[src/rtl/ftr_pkg.sv]
// Shared types, widths and constants of the fan tachometer.
package ftr_pkg;

  localparam int unsigned TsW      = 63;  // timestamp width
  localparam int unsigned TpmW     = 20;  // ticks per millisecond
  localparam int unsigned EprW     = 4;   // edges per revolution
  localparam int unsigned AccW     = 32;  // accumulator width
  localparam int unsigned RpmW     = 32;  // speed width
  localparam int unsigned NumW     = 48;  // 60000 * edge total
  localparam int unsigned DenW     = 36;  // ms total * edges per revolution
  localparam int unsigned DivNW    = 63;  // divider dividend / quotient width
  localparam int unsigned DivDW    = 36;  // divider divisor width
  localparam int unsigned CfgIdxW  = 2;
  localparam int unsigned CfgDataW = 20;

  localparam logic [15:0]     MsPerMinute   = 16'd60000;
  localparam logic [TpmW-1:0] TpmReset      = TpmW'(10);
  localparam logic [EprW-1:0] EprReset      = EprW'(2);
  localparam int unsigned     QueueDepthDef = 2;
  localparam logic            ModeReport    = 1'b1;

  typedef enum logic {
    KIND_EDGE   = 1'b0,
    KIND_REPORT = 1'b1
  } kind_e;

  typedef enum logic [CfgIdxW-1:0] {
    REG_TICKS_PER_MS  = 2'd0,
    REG_EDGES_PER_REV = 2'd1
  } cfg_reg_e;

  typedef struct packed {
    kind_e          kind;
    logic [TsW-1:0] ts;
  } cmd_t;

  typedef struct packed {
    logic [TpmW-1:0] tpm;
    logic [EprW-1:0] epr;
  } cfg_t;

  typedef struct packed {
    logic empty;
    logic full;
  } q_stat_t;

  typedef struct packed {
    logic             start;
    logic [DivNW-1:0] dividend;
    logic [DivDW-1:0] divisor;
  } div_req_t;

  typedef struct packed {
    logic             busy;
    logic             done;
    logic [DivNW-1:0] quotient;
  } div_rsp_t;

endpackage

[src/rtl/ftr_front.sv]
// Front end: accept input transfers, classify them and queue them for the back end.
module ftr_front import ftr_pkg::*; #(
  parameter int unsigned QueueDepth = QueueDepthDef
) (
  input  logic           clk_i,
  input  logic           rst_ni,
  input  logic           in_valid_i,
  output logic           in_ready_o,
  input  logic           mode_i,
  input  logic [TsW-1:0] timestamp_ticks_i,
  output logic           cmd_valid_o,
  input  logic           cmd_ready_i,
  output cmd_t           cmd_o,
  output q_stat_t        stat_o
);

  localparam int unsigned PtrW = (QueueDepth > 1) ? $clog2(QueueDepth) : 1;
  localparam int unsigned CntW = $clog2(QueueDepth + 1);
  localparam logic [PtrW-1:0] LastPtr = PtrW'(QueueDepth - 1);
  localparam logic [CntW-1:0] FullCnt = CntW'(QueueDepth);

  cmd_t            mem_q [QueueDepth];
  logic [PtrW-1:0] wr_ptr_q, wr_ptr_d, rd_ptr_q, rd_ptr_d;
  logic [CntW-1:0] count_q, count_d;
  logic            push, pop;
  cmd_t            in_cmd;

  // Classify: mode bit selects edge or report.
  assign in_cmd.kind = (mode_i == ModeReport) ? KIND_REPORT : KIND_EDGE;
  assign in_cmd.ts   = timestamp_ticks_i;

  assign in_ready_o  = (count_q != FullCnt);
  assign cmd_valid_o = (count_q != '0);
  assign cmd_o       = mem_q[rd_ptr_q];
  assign push        = in_valid_i && in_ready_o;
  assign pop         = cmd_valid_o && cmd_ready_i;

  assign stat_o.empty = (count_q == '0);
  assign stat_o.full  = (count_q == FullCnt);

  always_comb begin
    wr_ptr_d = wr_ptr_q;
    rd_ptr_d = rd_ptr_q;
    count_d  = count_q;
    if (push) begin
      wr_ptr_d = (wr_ptr_q == LastPtr) ? '0 : wr_ptr_q + 1'b1;
    end
    if (pop) begin
      rd_ptr_d = (rd_ptr_q == LastPtr) ? '0 : rd_ptr_q + 1'b1;
    end
    case ({push, pop})
      2'b10:   count_d = count_q + 1'b1;
      2'b01:   count_d = count_q - 1'b1;
      default: count_d = count_q;
    endcase
  end

  always_ff @(posedge clk_i or negedge rst_ni) begin
    if (!rst_ni) begin
      wr_ptr_q <= '0;
      rd_ptr_q <= '0;
      count_q  <= '0;
    end else begin
      wr_ptr_q <= wr_ptr_d;
      rd_ptr_q <= rd_ptr_d;
      count_q  <= count_d;
    end
  end

  always_ff @(posedge clk_i) begin
    if (push) begin
      mem_q[wr_ptr_q] <= in_cmd;
    end
  end

endmodule

[src/rtl/ftr_div.sv]
// Restoring bit-serial divider, one quotient bit per cycle.
module ftr_div import ftr_pkg::*; (
  input  logic     clk_i,
  input  logic     rst_ni,
  input  div_req_t req_i,
  output div_rsp_t rsp_o
);

  localparam int unsigned CntW = $clog2(DivNW + 1);

  logic             busy_q, busy_d, done_q, done_d;
  logic [CntW-1:0]  cnt_q, cnt_d;
  logic [DivDW-1:0] rem_q, rem_d, dsr_q, dsr_d;
  logic [DivNW-1:0] quo_q, quo_d;
  logic [DivDW:0]   shifted;
  logic [DivDW+1:0] trial;
  logic             ge;

  assign shifted = {rem_q, quo_q[DivNW-1]};
  assign trial   = {1'b0, shifted} - {2'b00, dsr_q};
  assign ge      = !trial[DivDW+1];

  always_comb begin
    busy_d = busy_q;
    done_d = 1'b0;
    cnt_d  = cnt_q;
    rem_d  = rem_q;
    quo_d  = quo_q;
    dsr_d  = dsr_q;
    if (req_i.start) begin
      busy_d = 1'b1;
      cnt_d  = CntW'(DivNW);
      rem_d  = '0;
      quo_d  = req_i.dividend;
      dsr_d  = req_i.divisor;
    end else if (busy_q) begin
      rem_d = ge ? trial[DivDW-1:0] : shifted[DivDW-1:0];
      quo_d = {quo_q[DivNW-2:0], ge};
      cnt_d = cnt_q - 1'b1;
      if (cnt_q == CntW'(1)) begin
        busy_d = 1'b0;
        done_d = 1'b1;
      end
    end
  end

  always_ff @(posedge clk_i or negedge rst_ni) begin
    if (!rst_ni) begin
      busy_q <= 1'b0;
      done_q <= 1'b0;
      cnt_q  <= '0;
    end else begin
      busy_q <= busy_d;
      done_q <= done_d;
      cnt_q  <= cnt_d;
    end
  end

  always_ff @(posedge clk_i) begin
    rem_q <= rem_d;
    quo_q <= quo_d;
    dsr_q <= dsr_d;
  end

  assign rsp_o.busy     = busy_q;
  assign rsp_o.done     = done_q;
  assign rsp_o.quotient = quo_q;

endmodule

[src/rtl/ftr_back.sv]
// Back end: edge accumulation, report computation and the output register.
module ftr_back import ftr_pkg::*; (
  input  logic            clk_i,
  input  logic            rst_ni,
  input  cfg_t            cfg_i,
  input  logic            cmd_valid_i,
  output logic            cmd_ready_o,
  input  cmd_t            cmd_i,
  output div_req_t        div_req_o,
  input  div_rsp_t        div_rsp_i,
  output logic            out_valid_o,
  input  logic            out_ready_i,
  output logic [RpmW-1:0] speed_rpm_o
);

  typedef enum logic [1:0] {
    ST_IDLE = 2'b01,
    ST_DIV  = 2'b10
  } state_e;

  state_e           state_q, state_d;
  kind_e            op_q, op_d;
  logic             seen_q, seen_d;
  logic [TsW-1:0]   last_q, last_d;
  logic [AccW-1:0]  ms_total_q, ms_total_d, edge_total_q, edge_total_d;
  logic             out_valid_q, out_valid_d;
  logic [RpmW-1:0]  speed_q, speed_d;

  logic [TpmW-1:0]  tpm_eff;
  logic [EprW-1:0]  epr_eff;
  logic             totals_nz, pop;
  logic [TsW-1:0]   ts_diff;
  logic [NumW-1:0]  num;
  logic [DenW-1:0]  den;
  logic [AccW:0]    ms_sum;
  logic [AccW-1:0]  ms_sat, edge_sat;
  logic [RpmW-1:0]  speed_sat;

  assign tpm_eff   = (cfg_i.tpm == '0) ? TpmW'(1) : cfg_i.tpm;
  assign epr_eff   = (cfg_i.epr == '0) ? EprW'(1) : cfg_i.epr;
  assign totals_nz = (ms_total_q != '0) && (edge_total_q != '0);

  // Reports need a free output register; edges never produce a result.
  assign cmd_ready_o = (state_q == ST_IDLE) && ((cmd_i.kind == KIND_EDGE) || !out_valid_q);
  assign pop         = cmd_valid_i && cmd_ready_o;

  assign ts_diff = cmd_i.ts - last_q;
  assign num     = NumW'(MsPerMinute) * NumW'(edge_total_q);
  assign den     = DenW'(ms_total_q) * DenW'(epr_eff);

  always_comb begin
    div_req_o.start    = 1'b0;
    div_req_o.dividend = ts_diff;
    div_req_o.divisor  = DivDW'(tpm_eff);
    if (pop && (cmd_i.kind == KIND_EDGE) && seen_q) begin
      div_req_o.start = 1'b1;
    end else if (pop && (cmd_i.kind == KIND_REPORT) && totals_nz) begin
      div_req_o.start    = 1'b1;
      div_req_o.dividend = DivNW'(num);
      div_req_o.divisor  = den;
    end
  end

  assign ms_sum    = {1'b0, ms_total_q} + {1'b0, div_rsp_i.quotient[AccW-1:0]};
  assign ms_sat    = ((|div_rsp_i.quotient[DivNW-1:AccW]) || ms_sum[AccW]) ? '1
                                                                           : ms_sum[AccW-1:0];
  assign edge_sat  = (&edge_total_q) ? edge_total_q : edge_total_q + 1'b1;
  assign speed_sat = (|div_rsp_i.quotient[DivNW-1:RpmW]) ? '1 : div_rsp_i.quotient[RpmW-1:0];

  always_comb begin
    state_d      = state_q;
    op_d         = op_q;
    seen_d       = seen_q;
    last_d       = last_q;
    ms_total_d   = ms_total_q;
    edge_total_d = edge_total_q;
    out_valid_d  = out_valid_q;
    speed_d      = speed_q;
    if (out_valid_q && out_ready_i) begin
      out_valid_d = 1'b0;
    end
    unique case (state_q)
      ST_IDLE: begin
        if (pop) begin
          if (cmd_i.kind == KIND_EDGE) begin
            seen_d = 1'b1;
            last_d = cmd_i.ts;
            if (seen_q) begin
              op_d    = KIND_EDGE;
              state_d = ST_DIV;
            end
          end else if (totals_nz) begin
            op_d    = KIND_REPORT;
            state_d = ST_DIV;
          end else begin
            out_valid_d = 1'b1;
            speed_d     = '0;
          end
        end
      end
      ST_DIV: begin
        if (div_rsp_i.done) begin
          state_d = ST_IDLE;
          if (op_q == KIND_EDGE) begin
            ms_total_d   = ms_sat;
            edge_total_d = edge_sat;
          end else begin
            out_valid_d  = 1'b1;
            speed_d      = speed_sat;
            ms_total_d   = '0;
            edge_total_d = '0;
          end
        end
      end
      default: state_d = ST_IDLE;
    endcase
  end

  always_ff @(posedge clk_i or negedge rst_ni) begin
    if (!rst_ni) begin
      state_q      <= ST_IDLE;
      op_q         <= KIND_EDGE;
      seen_q       <= 1'b0;
      last_q       <= '0;
      ms_total_q   <= '0;
      edge_total_q <= '0;
      out_valid_q  <= 1'b0;
    end else begin
      state_q      <= state_d;
      op_q         <= op_d;
      seen_q       <= seen_d;
      last_q       <= last_d;
      ms_total_q   <= ms_total_d;
      edge_total_q <= edge_total_d;
      out_valid_q  <= out_valid_d;
    end
  end

  always_ff @(posedge clk_i) begin
    speed_q <= speed_d;
  end

  assign out_valid_o = out_valid_q;
  assign speed_rpm_o = speed_q;

endmodule

[src/rtl/fan_tachometer_rpm.sv]
// Top level of the fan tachometer: configuration registers, front end, back end, divider.
// Fan tachometer that averages the tach period. Each input transfer is either a rising edge
// of the tach pin (mode 0, with a 63-bit tick timestamp) or the end of a report window
// (mode 1). The first edge after reset only records its timestamp; every later edge adds
// the whole milliseconds since the previous edge (tick difference modulo 2^63 divided by
// ticks_per_ms, floored) to a saturating 32-bit total and counts one edge. A report with
// both totals nonzero returns floor(60000*edges / (ms*edges_per_revolution)) saturated to
// 32 bits and clears both totals; otherwise it returns 0 and leaves the totals alone. Edges
// return nothing. A zero in either configuration register acts as 1. An edge that closes
// an interval and a report with data each occupy the back end for a dispatch step, one
// iteration of the shared bit-serial divider per bit of the 63-bit quotient at one
// quotient bit per cycle, and a retire step; the first edge and a report without data
// are handled in the dispatch step alone. The divider sets the sustained rate. A queue of
// QueueDepth entries sits between the input and the back end, so while it has room the
// input keeps taking transfers while a division runs or a result waits in the output
// register. The configuration port is always ready; write it only while the block is idle.
module fan_tachometer_rpm import ftr_pkg::*; #(
  parameter int unsigned QueueDepth = QueueDepthDef
) (
  input  logic                clk_i,
  input  logic                rst_ni,
  input  logic                in_valid_i,
  output logic                in_ready_o,
  input  logic                mode_i,
  input  logic [TsW-1:0]      timestamp_ticks_i,
  output logic                out_valid_o,
  input  logic                out_ready_i,
  output logic [RpmW-1:0]     speed_rpm_o,
  input  logic                cfg_valid_i,
  output logic                cfg_ready_o,
  input  logic [CfgIdxW-1:0]  cfg_index_i,
  input  logic [CfgDataW-1:0] cfg_data_i
);

  logic [TpmW-1:0] tpm_q;
  logic [EprW-1:0] epr_q;
  cfg_t            cfg;
  logic            cmd_valid, cmd_ready;
  cmd_t            cmd;
  q_stat_t         q_stat;
  div_req_t        div_req;
  div_rsp_t        div_rsp;

  // Configuration writes go straight into the registers; unknown indexes are dropped.
  assign cfg_ready_o = 1'b1;

  always_ff @(posedge clk_i or negedge rst_ni) begin
    if (!rst_ni) begin
      tpm_q <= TpmReset;
      epr_q <= EprReset;
    end else if (cfg_valid_i && cfg_ready_o) begin
      unique case (cfg_index_i)
        REG_TICKS_PER_MS:  tpm_q <= cfg_data_i[TpmW-1:0];
        REG_EDGES_PER_REV: epr_q <= cfg_data_i[EprW-1:0];
        default: ;
      endcase
    end
  end

  assign cfg.tpm = tpm_q;
  assign cfg.epr = epr_q;

  // Front end: take transfers and hold them until the back end is free.
  ftr_front #(
    .QueueDepth(QueueDepth)
  ) u_front (
    .clk_i,
    .rst_ni,
    .in_valid_i,
    .in_ready_o,
    .mode_i,
    .timestamp_ticks_i,
    .cmd_valid_o (cmd_valid),
    .cmd_ready_i (cmd_ready),
    .cmd_o       (cmd),
    .stat_o      (q_stat)
  );

  // Back end: tach state, the report math and the output register.
  ftr_back u_back (
    .clk_i,
    .rst_ni,
    .cfg_i       (cfg),
    .cmd_valid_i (cmd_valid),
    .cmd_ready_o (cmd_ready),
    .cmd_i       (cmd),
    .div_req_o   (div_req),
    .div_rsp_i   (div_rsp),
    .out_valid_o,
    .out_ready_i,
    .speed_rpm_o
  );

  // One divider serves both the interval and the speed division.
  ftr_div u_div (
    .clk_i,
    .rst_ni,
    .req_i (div_req),
    .rsp_o (div_rsp)
  );

  // An accepted transfer lands in the queue.
  assert property (@(posedge clk_i) disable iff (!rst_ni)
    (in_valid_i && in_ready_o) |=> !q_stat.empty)
    else $error("accepted transfer missing from queue");

  // Never restart the divider while it iterates.
  assert property (@(posedge clk_i) disable iff (!rst_ni)
    div_req.start |-> !div_rsp.busy)
    else $error("divider started while busy");

  // A quotient is only flagged right after the last iteration.
  assert property (@(posedge clk_i) disable iff (!rst_ni)
    div_rsp.done |-> $past(div_rsp.busy))
    else $error("divider done without prior iteration");

  // The queue never reports full and empty together.
  assert property (@(posedge clk_i) disable iff (!rst_ni)
    !(q_stat.empty && q_stat.full))
    else $error("queue full and empty at once");

endmodule
[config.mk]
export PLATFORM = sky130hd
export DESIGN_NAME = fan_tachometer_rpm
export DESIGN_NICKNAME = d
export VERILOG_FILES = /design/src/rtl/ftr_pkg.sv /design/src/rtl/ftr_front.sv /design/src/rtl/ftr_div.sv /design/src/rtl/ftr_back.sv /design/src/rtl/fan_tachometer_rpm.sv
export SDC_FILE = /design/constraint.sdc
export NUM_CORES = 2
export LEC_CHECK = 0
export ABC_AREA = 0
export BUFFER_PORTS_ARGS = -buffer_cell sky130_fd_sc_hd__buf_2
export CORE_UTILIZATION = 55
export CTS_BUF_LIST = sky130_fd_sc_hd__clkbuf_2 sky130_fd_sc_hd__clkbuf_4 sky130_fd_sc_hd__clkbuf_8
export DETAILED_ROUTE_END_ITERATION = 10
export GPL_ROUTABILITY_DRIVEN = 0
export GPL_TIMING_DRIVEN = 0
export HOLD_SLACK_MARGIN = 0.08
export PLACE_DENSITY = 0.83
export SETUP_SLACK_MARGIN = 0.1
export SLEW_MARGIN = 20
export SYNTH_ARGS = -nofsm -noshare
export SYNTH_HDL_FRONTEND = slang
export SYNTH_HIERARCHICAL = 1
export SYNTH_SLANG_ARGS = --single-unit
[constraint.sdc]
create_clock -name clk_i -period 9.25 [get_ports clk_i]
set_input_delay 1.85 -clock clk_i [delete_from_list [all_inputs] [get_ports clk_i]]
set_output_delay 1.85 -clock clk_i [all_outputs]
set_load 0.01 [all_outputs]
# Yosys cells after proc, flatten, opt, wreduce, memory -nomap -nowiden
# Memory sizes are Yosys's and may differ from the RTL's.
# Cells that the tools add are included.
# classes
shifts	0
magnitude_cmp	0
n_addsub	9
bitwise_logic	2
muxes	49
reduce_logical	34
n_div	0
mul	2
eq_ne	16
# op_table
operator	n
32-bit two-way mux	10
63-bit two-way mux	2
100-bit two-way mux	1
99-bit two-way mux	1
32-bit one-hot mux with 2 select lines	1
32-bit nonzero test	2
63-bit subtractor	1
11-bit by 32-bit multiplier with 43-bit output (first input constant)	1
37-bit by 36-bit subtractor with 38-bit output	1
32-bit by 4-bit multiplier with 36-bit output	1
36-bit two-way mux	1
32-bit by 32-bit adder with 33-bit output	1
32-bit by 1-bit adder with 32-bit output (second input constant)	1
32-bit AND reduction	1
31-bit OR reduction	1
1-bit two-way mux	21
20-bit zero test	1
20-bit two-way mux	1
6-bit two-way mux	2
2-bit two-way mux	5
2-bit by 1-bit != test with 1-bit output (second input constant)	5
2-bit nonzero test	5
1-bit logical AND	9
2-bit one-hot mux with 2 select lines	2
22 further kinds	35
# word_totals
mem_bits_rw	128
in_bits	91
mem_bits_ro	0
elab_cells	133
n_memories	1
out_inout_bits	35
latchBits	0
ff_bits	335
# memory_table
name	depth	word_bits	read_ports	rd_ports_with_merged_regs	write_ports	line_no	source
u_front.mem_q	2	64	1	0	1	ftr_front.sv:22	cmd_t mem_q [QueueDepth];

# Depth between registers and ports, before layout
# An unclocked memory read counts as a cell.
# depth
depth_word	10
mapped_depth	22
mapped_depth_nobuf	21

# Cells and area by module
# Netlist, hierarchy kept.
# by_module_without_submodules
mod	area_per_inst_um2	seq_area_each_um2	cells_each	n_inst
ftr_back	23577.6	4265.3	2864	1
ftr_div	7857.5	3893.7	726	1
ftr_front	5029.8	3943.8	218	1
fan_tachometer_rpm	934.6	604.3	54	1

# Least setup slack after synthesis
# Ideal clock, no wire load.
# synth_path
path_type	register to register
start	register u_back.edge_total_q[6]
end	register u_div.quo_q[46], data pin
synth_period_minus_slack_ns	5.796
n_path_buf	0
path_slack_ns	3.454
setup_time_ns	0.260
arrival_ns	5.537
stages_incl_launch_ff	22
required_time_ns	8.990
cell_sequence	dfrtp_1 inv_1 fa_1 inv_1 fa_1 fa_1 inv_1 fa_1 fa_1 inv_1 ha_1 nand2_1 o21bai_1 a221oi_1 or3_1 and2_1 a21o_1 o311ai_1 o31ai_1 xor2_1 mux2i_1 mux2_2
# synth_lines
element	line_no	source
start, declared	ftr_back.sv:25	logic [AccW-1:0] ms_total_q, ms_total_d, edge_total_q, edge_total_d;
start signal, assigned	ftr_back.sv:134	edge_total_q <= edge_total_d;
end signal, assigned	ftr_div.sv:61	quo_q <= quo_d;
end, declared	ftr_div.sv:14	logic [DivNW-1:0] quo_q, quo_d;

==> impl_metrics.tcl <==
set metrics [dict create \
    h-tree-depth 3 \
    hold_buffers 0 \
    synth_cells 3859 \
    r2r_slack_ps 2720 \
    setup_viol 0 \
    via_per_inst 5.949 \
    clock_skew_ps 45.78 \
    timing.critical_path.arrival_ps 6990 \
    reg2regPathDepth 21 \
    vias 29860 \
    grt_max_degree 93 \
    p_per_area_mw_per_mm2 314.0 \
    reg2reg_to "u_div/quo_q[46]$_DFFE_PP_" \
    numClockSinks 463 \
    num_rows 95 \
    grt_pass1_wl_um 154400 \
    worstHoldStart "u_back/seen_q$_DFFE_PN0P_" \
    dr.first_iter.drc_count 2832 \
    clk_latency_ps 700 \
    fin_tns_setup_ps 0 \
    final_util 0.6119 \
    slew_headroom 0.2424 \
    hold_violations 0 \
    fp.dieH_um 262.7 \
    fillers 5387 \
    hpwl_um 74460 \
    dp_worst_setup_slack_ps 2838 \
    initial_core_util 0.5567 \
    io_pins 126 \
    regArea_mm2 0.01271 \
    final_nets 4670 \
    hp-class "reg -> reg" \
    cts_buffers 83 \
    r2r_start "u_back/edge_total_q[6]$_DFFE_PN0P_" \
    drtPass1Iterations 8 \
    hold_depth 1 \
    synth-warning-count 6 \
    multi_input_area_mm2 0.02213 \
    drive_gt1_frac 0.1317 \
    final_antenna_net_count 0 \
    cts_setup_buffers 0 \
    ir_drop_mv 0.1903 \
    maxSlewViolCount 0 \
    syn_area_mm2 0.03738 \
    core_mm2 0.06716 \
    path_class "reg -> reg" \
    clk_path_buf_depth 3 \
    grt_pass1_vias 29440 \
    hold_path_end "u_back/seen_q$_DFFE_PN0P_" \
    gr-total-overflow 0 \
    place_area_mm2 0.03928 \
    grt_setup_unrepaired "false" \
    die_area_mm2 0.06902 \
    end_kind "flip-flop" \
    drt_wl_total_um 95850 \
    cp_max_fo 7 \
    tightest_slew_ps 1136 \
    wl_per_cell_um 19.09 \
    io_buffer_count 124 \
    stdcell_area_mm2 0.04109 \
    cts_resized 0 \
    clkTransAtPathRegs_ps 60 \
    fin_crit_ps 6533 \
    critPathRequiredTime_ps 9710 \
    cap_violations 0 \
    status "complete, no violations" \
    syn_avg_cell_area_um2 9.688 \
    cts_tree "built" \
    syn_to_final_growth_pct 9.917 \
    fp.dieW_um 262.7 \
    fin_crit_sh 0.7063 \
    p_leak_nw 19.47 \
    syn_nets 4454 \
    cts-root-buf "clkbuf_8" \
    worst_slack_ps 2717 \
    track_usage 0.2799 \
    drc_errors 0 \
    fmax_mhz 153.1 \
    start_kind "flip-flop" \
    antenna_found_initial 3 \
]
-- cell usage in the layout (no fill, tap or decap), drive strengths merged, types with 25 or more instances in the layout --
cell type  instances
a21o             157
a21oi            256
and3              25
buf              181
clkbuf           231
dfrtp            164
dfxtp             36
edfxtp           259
fa               204
ha               300
inv              459
mux2             151
nand2            384
nand2b            28
nand3             65
nand4             54
nor2             267
nor2b             49
nor3              35
nor4              28
o21a              29
o21ai            241
o21bai            29
xnor2            127
xor2              84
-- critical path, cell delays in order, from the launching register on --
cell	delay (ps)
dfrtp_1	550
inv_1	210
fa_1	560
inv_1	50
fa_1	490
fa_1	530
inv_1	60
fa_1	500
fa_1	540
inv_1	40
ha_1	350
nand2_1	110
o21bai_1	200
a221oi_1	130
or3_1	360
and2_1	190
a21o_1	210
o311ai_1	450
o31ai_1	140
xor2_1	240
mux2i_1	110
mux2_2	270
-- power by group --
part | switching (mW) | internal [mW]
logic | 4.43 | 2.93
clock network | 0.920 | 1.18
registers | 0.390 | 3.06
total | 5.74 | 7.17
-- per-layer routing --
| metal | routed length [um] | part of all wire | up-vias | GRT usage |
|---|---|---|---|---|
| met5 | 0 | 0 | - | 0 |
| met4 | 3475 | 0.036 | 0 | 0.1041 |
| met3 | 8906 | 0.093 | 237 | 0.06587 |
| met2 | 44530 | 0.46 | 1272 | 0.4564 |
| met1 | 38940 | 0.41 | 14530 | 0.3624 |
| li1 | - | - | 13830 | - |
-- worst max-delay path by stage --
stage / endpoint / startpoint / slack (ps)
3_5_place_dp: u_div/quo_q[46]$_DFFE_PP_ / u_back/edge_total_q[6]$_DFFE_PN0P_ / 2840
3_3_place_gp: u_front/mem_q[0][63]$_DFFE_PP_ / in_valid_i / 2580
6_report: u_div/quo_q[46]$_DFFE_PP_ / u_back/edge_total_q[6]$_DFFE_PN0P_ / 2720
2_1_floorplan: u_div/quo_q[46]$_DFFE_PP_ / u_back/edge_total_q[6]$_DFFE_PN0P_ / 3450
4_1_cts: u_div/quo_q[46]$_DFFE_PP_ / u_back/edge_total_q[6]$_DFFE_PN0P_ / 2780
5_1_grt: u_div/quo_q[36]$_DFFE_PP_ / u_back/edge_total_q[6]$_DFFE_PN0P_ / 2500
-- state kept, by name, indices dropped and copies added, names as in the netlist, 2 cells and up --
name	cells
u_front/count_q	2
u_div/rem_q	36
u_back/ms_total_q	32
u_div/quo_q	63
u_front/mem_q	128
u_back/edge_total_q	32
u_back/speed_rpm_o	32
u_div/dsr_q	36
u_back/state_q	2
tpm_q	20
u_back/last_q	63
epr_q	4
u_div/cnt_q	6
-- final cells by class --
type	count	share of cell area
clock buffer	126	0.03718
multi-input combinational	2786	0.5385
timing repair buffer	131	0.01894
antenna	2	0.0001218
inverter	453	0.04144
buffer	157	0.02125
tap	873	0.02658
clock inverter	29	0.006699
sequential	463	0.3092
-- stage by stage --
step / instances / hold slack [ps] / total power, mW
after detailed placement: 4863 / 457.1 / 10.57
after global routing: 5019 / 502.4 / 13.69
after global placement: 4856 / 451.0 / 10.34
final: 5020 / 476.5 / 12.90
after CTS: 5018 / 473.2 / 12.73
after floorplan: 3859 / 434.6 / 8.592
No activity file was read; power rests on OpenSTA's default activity.
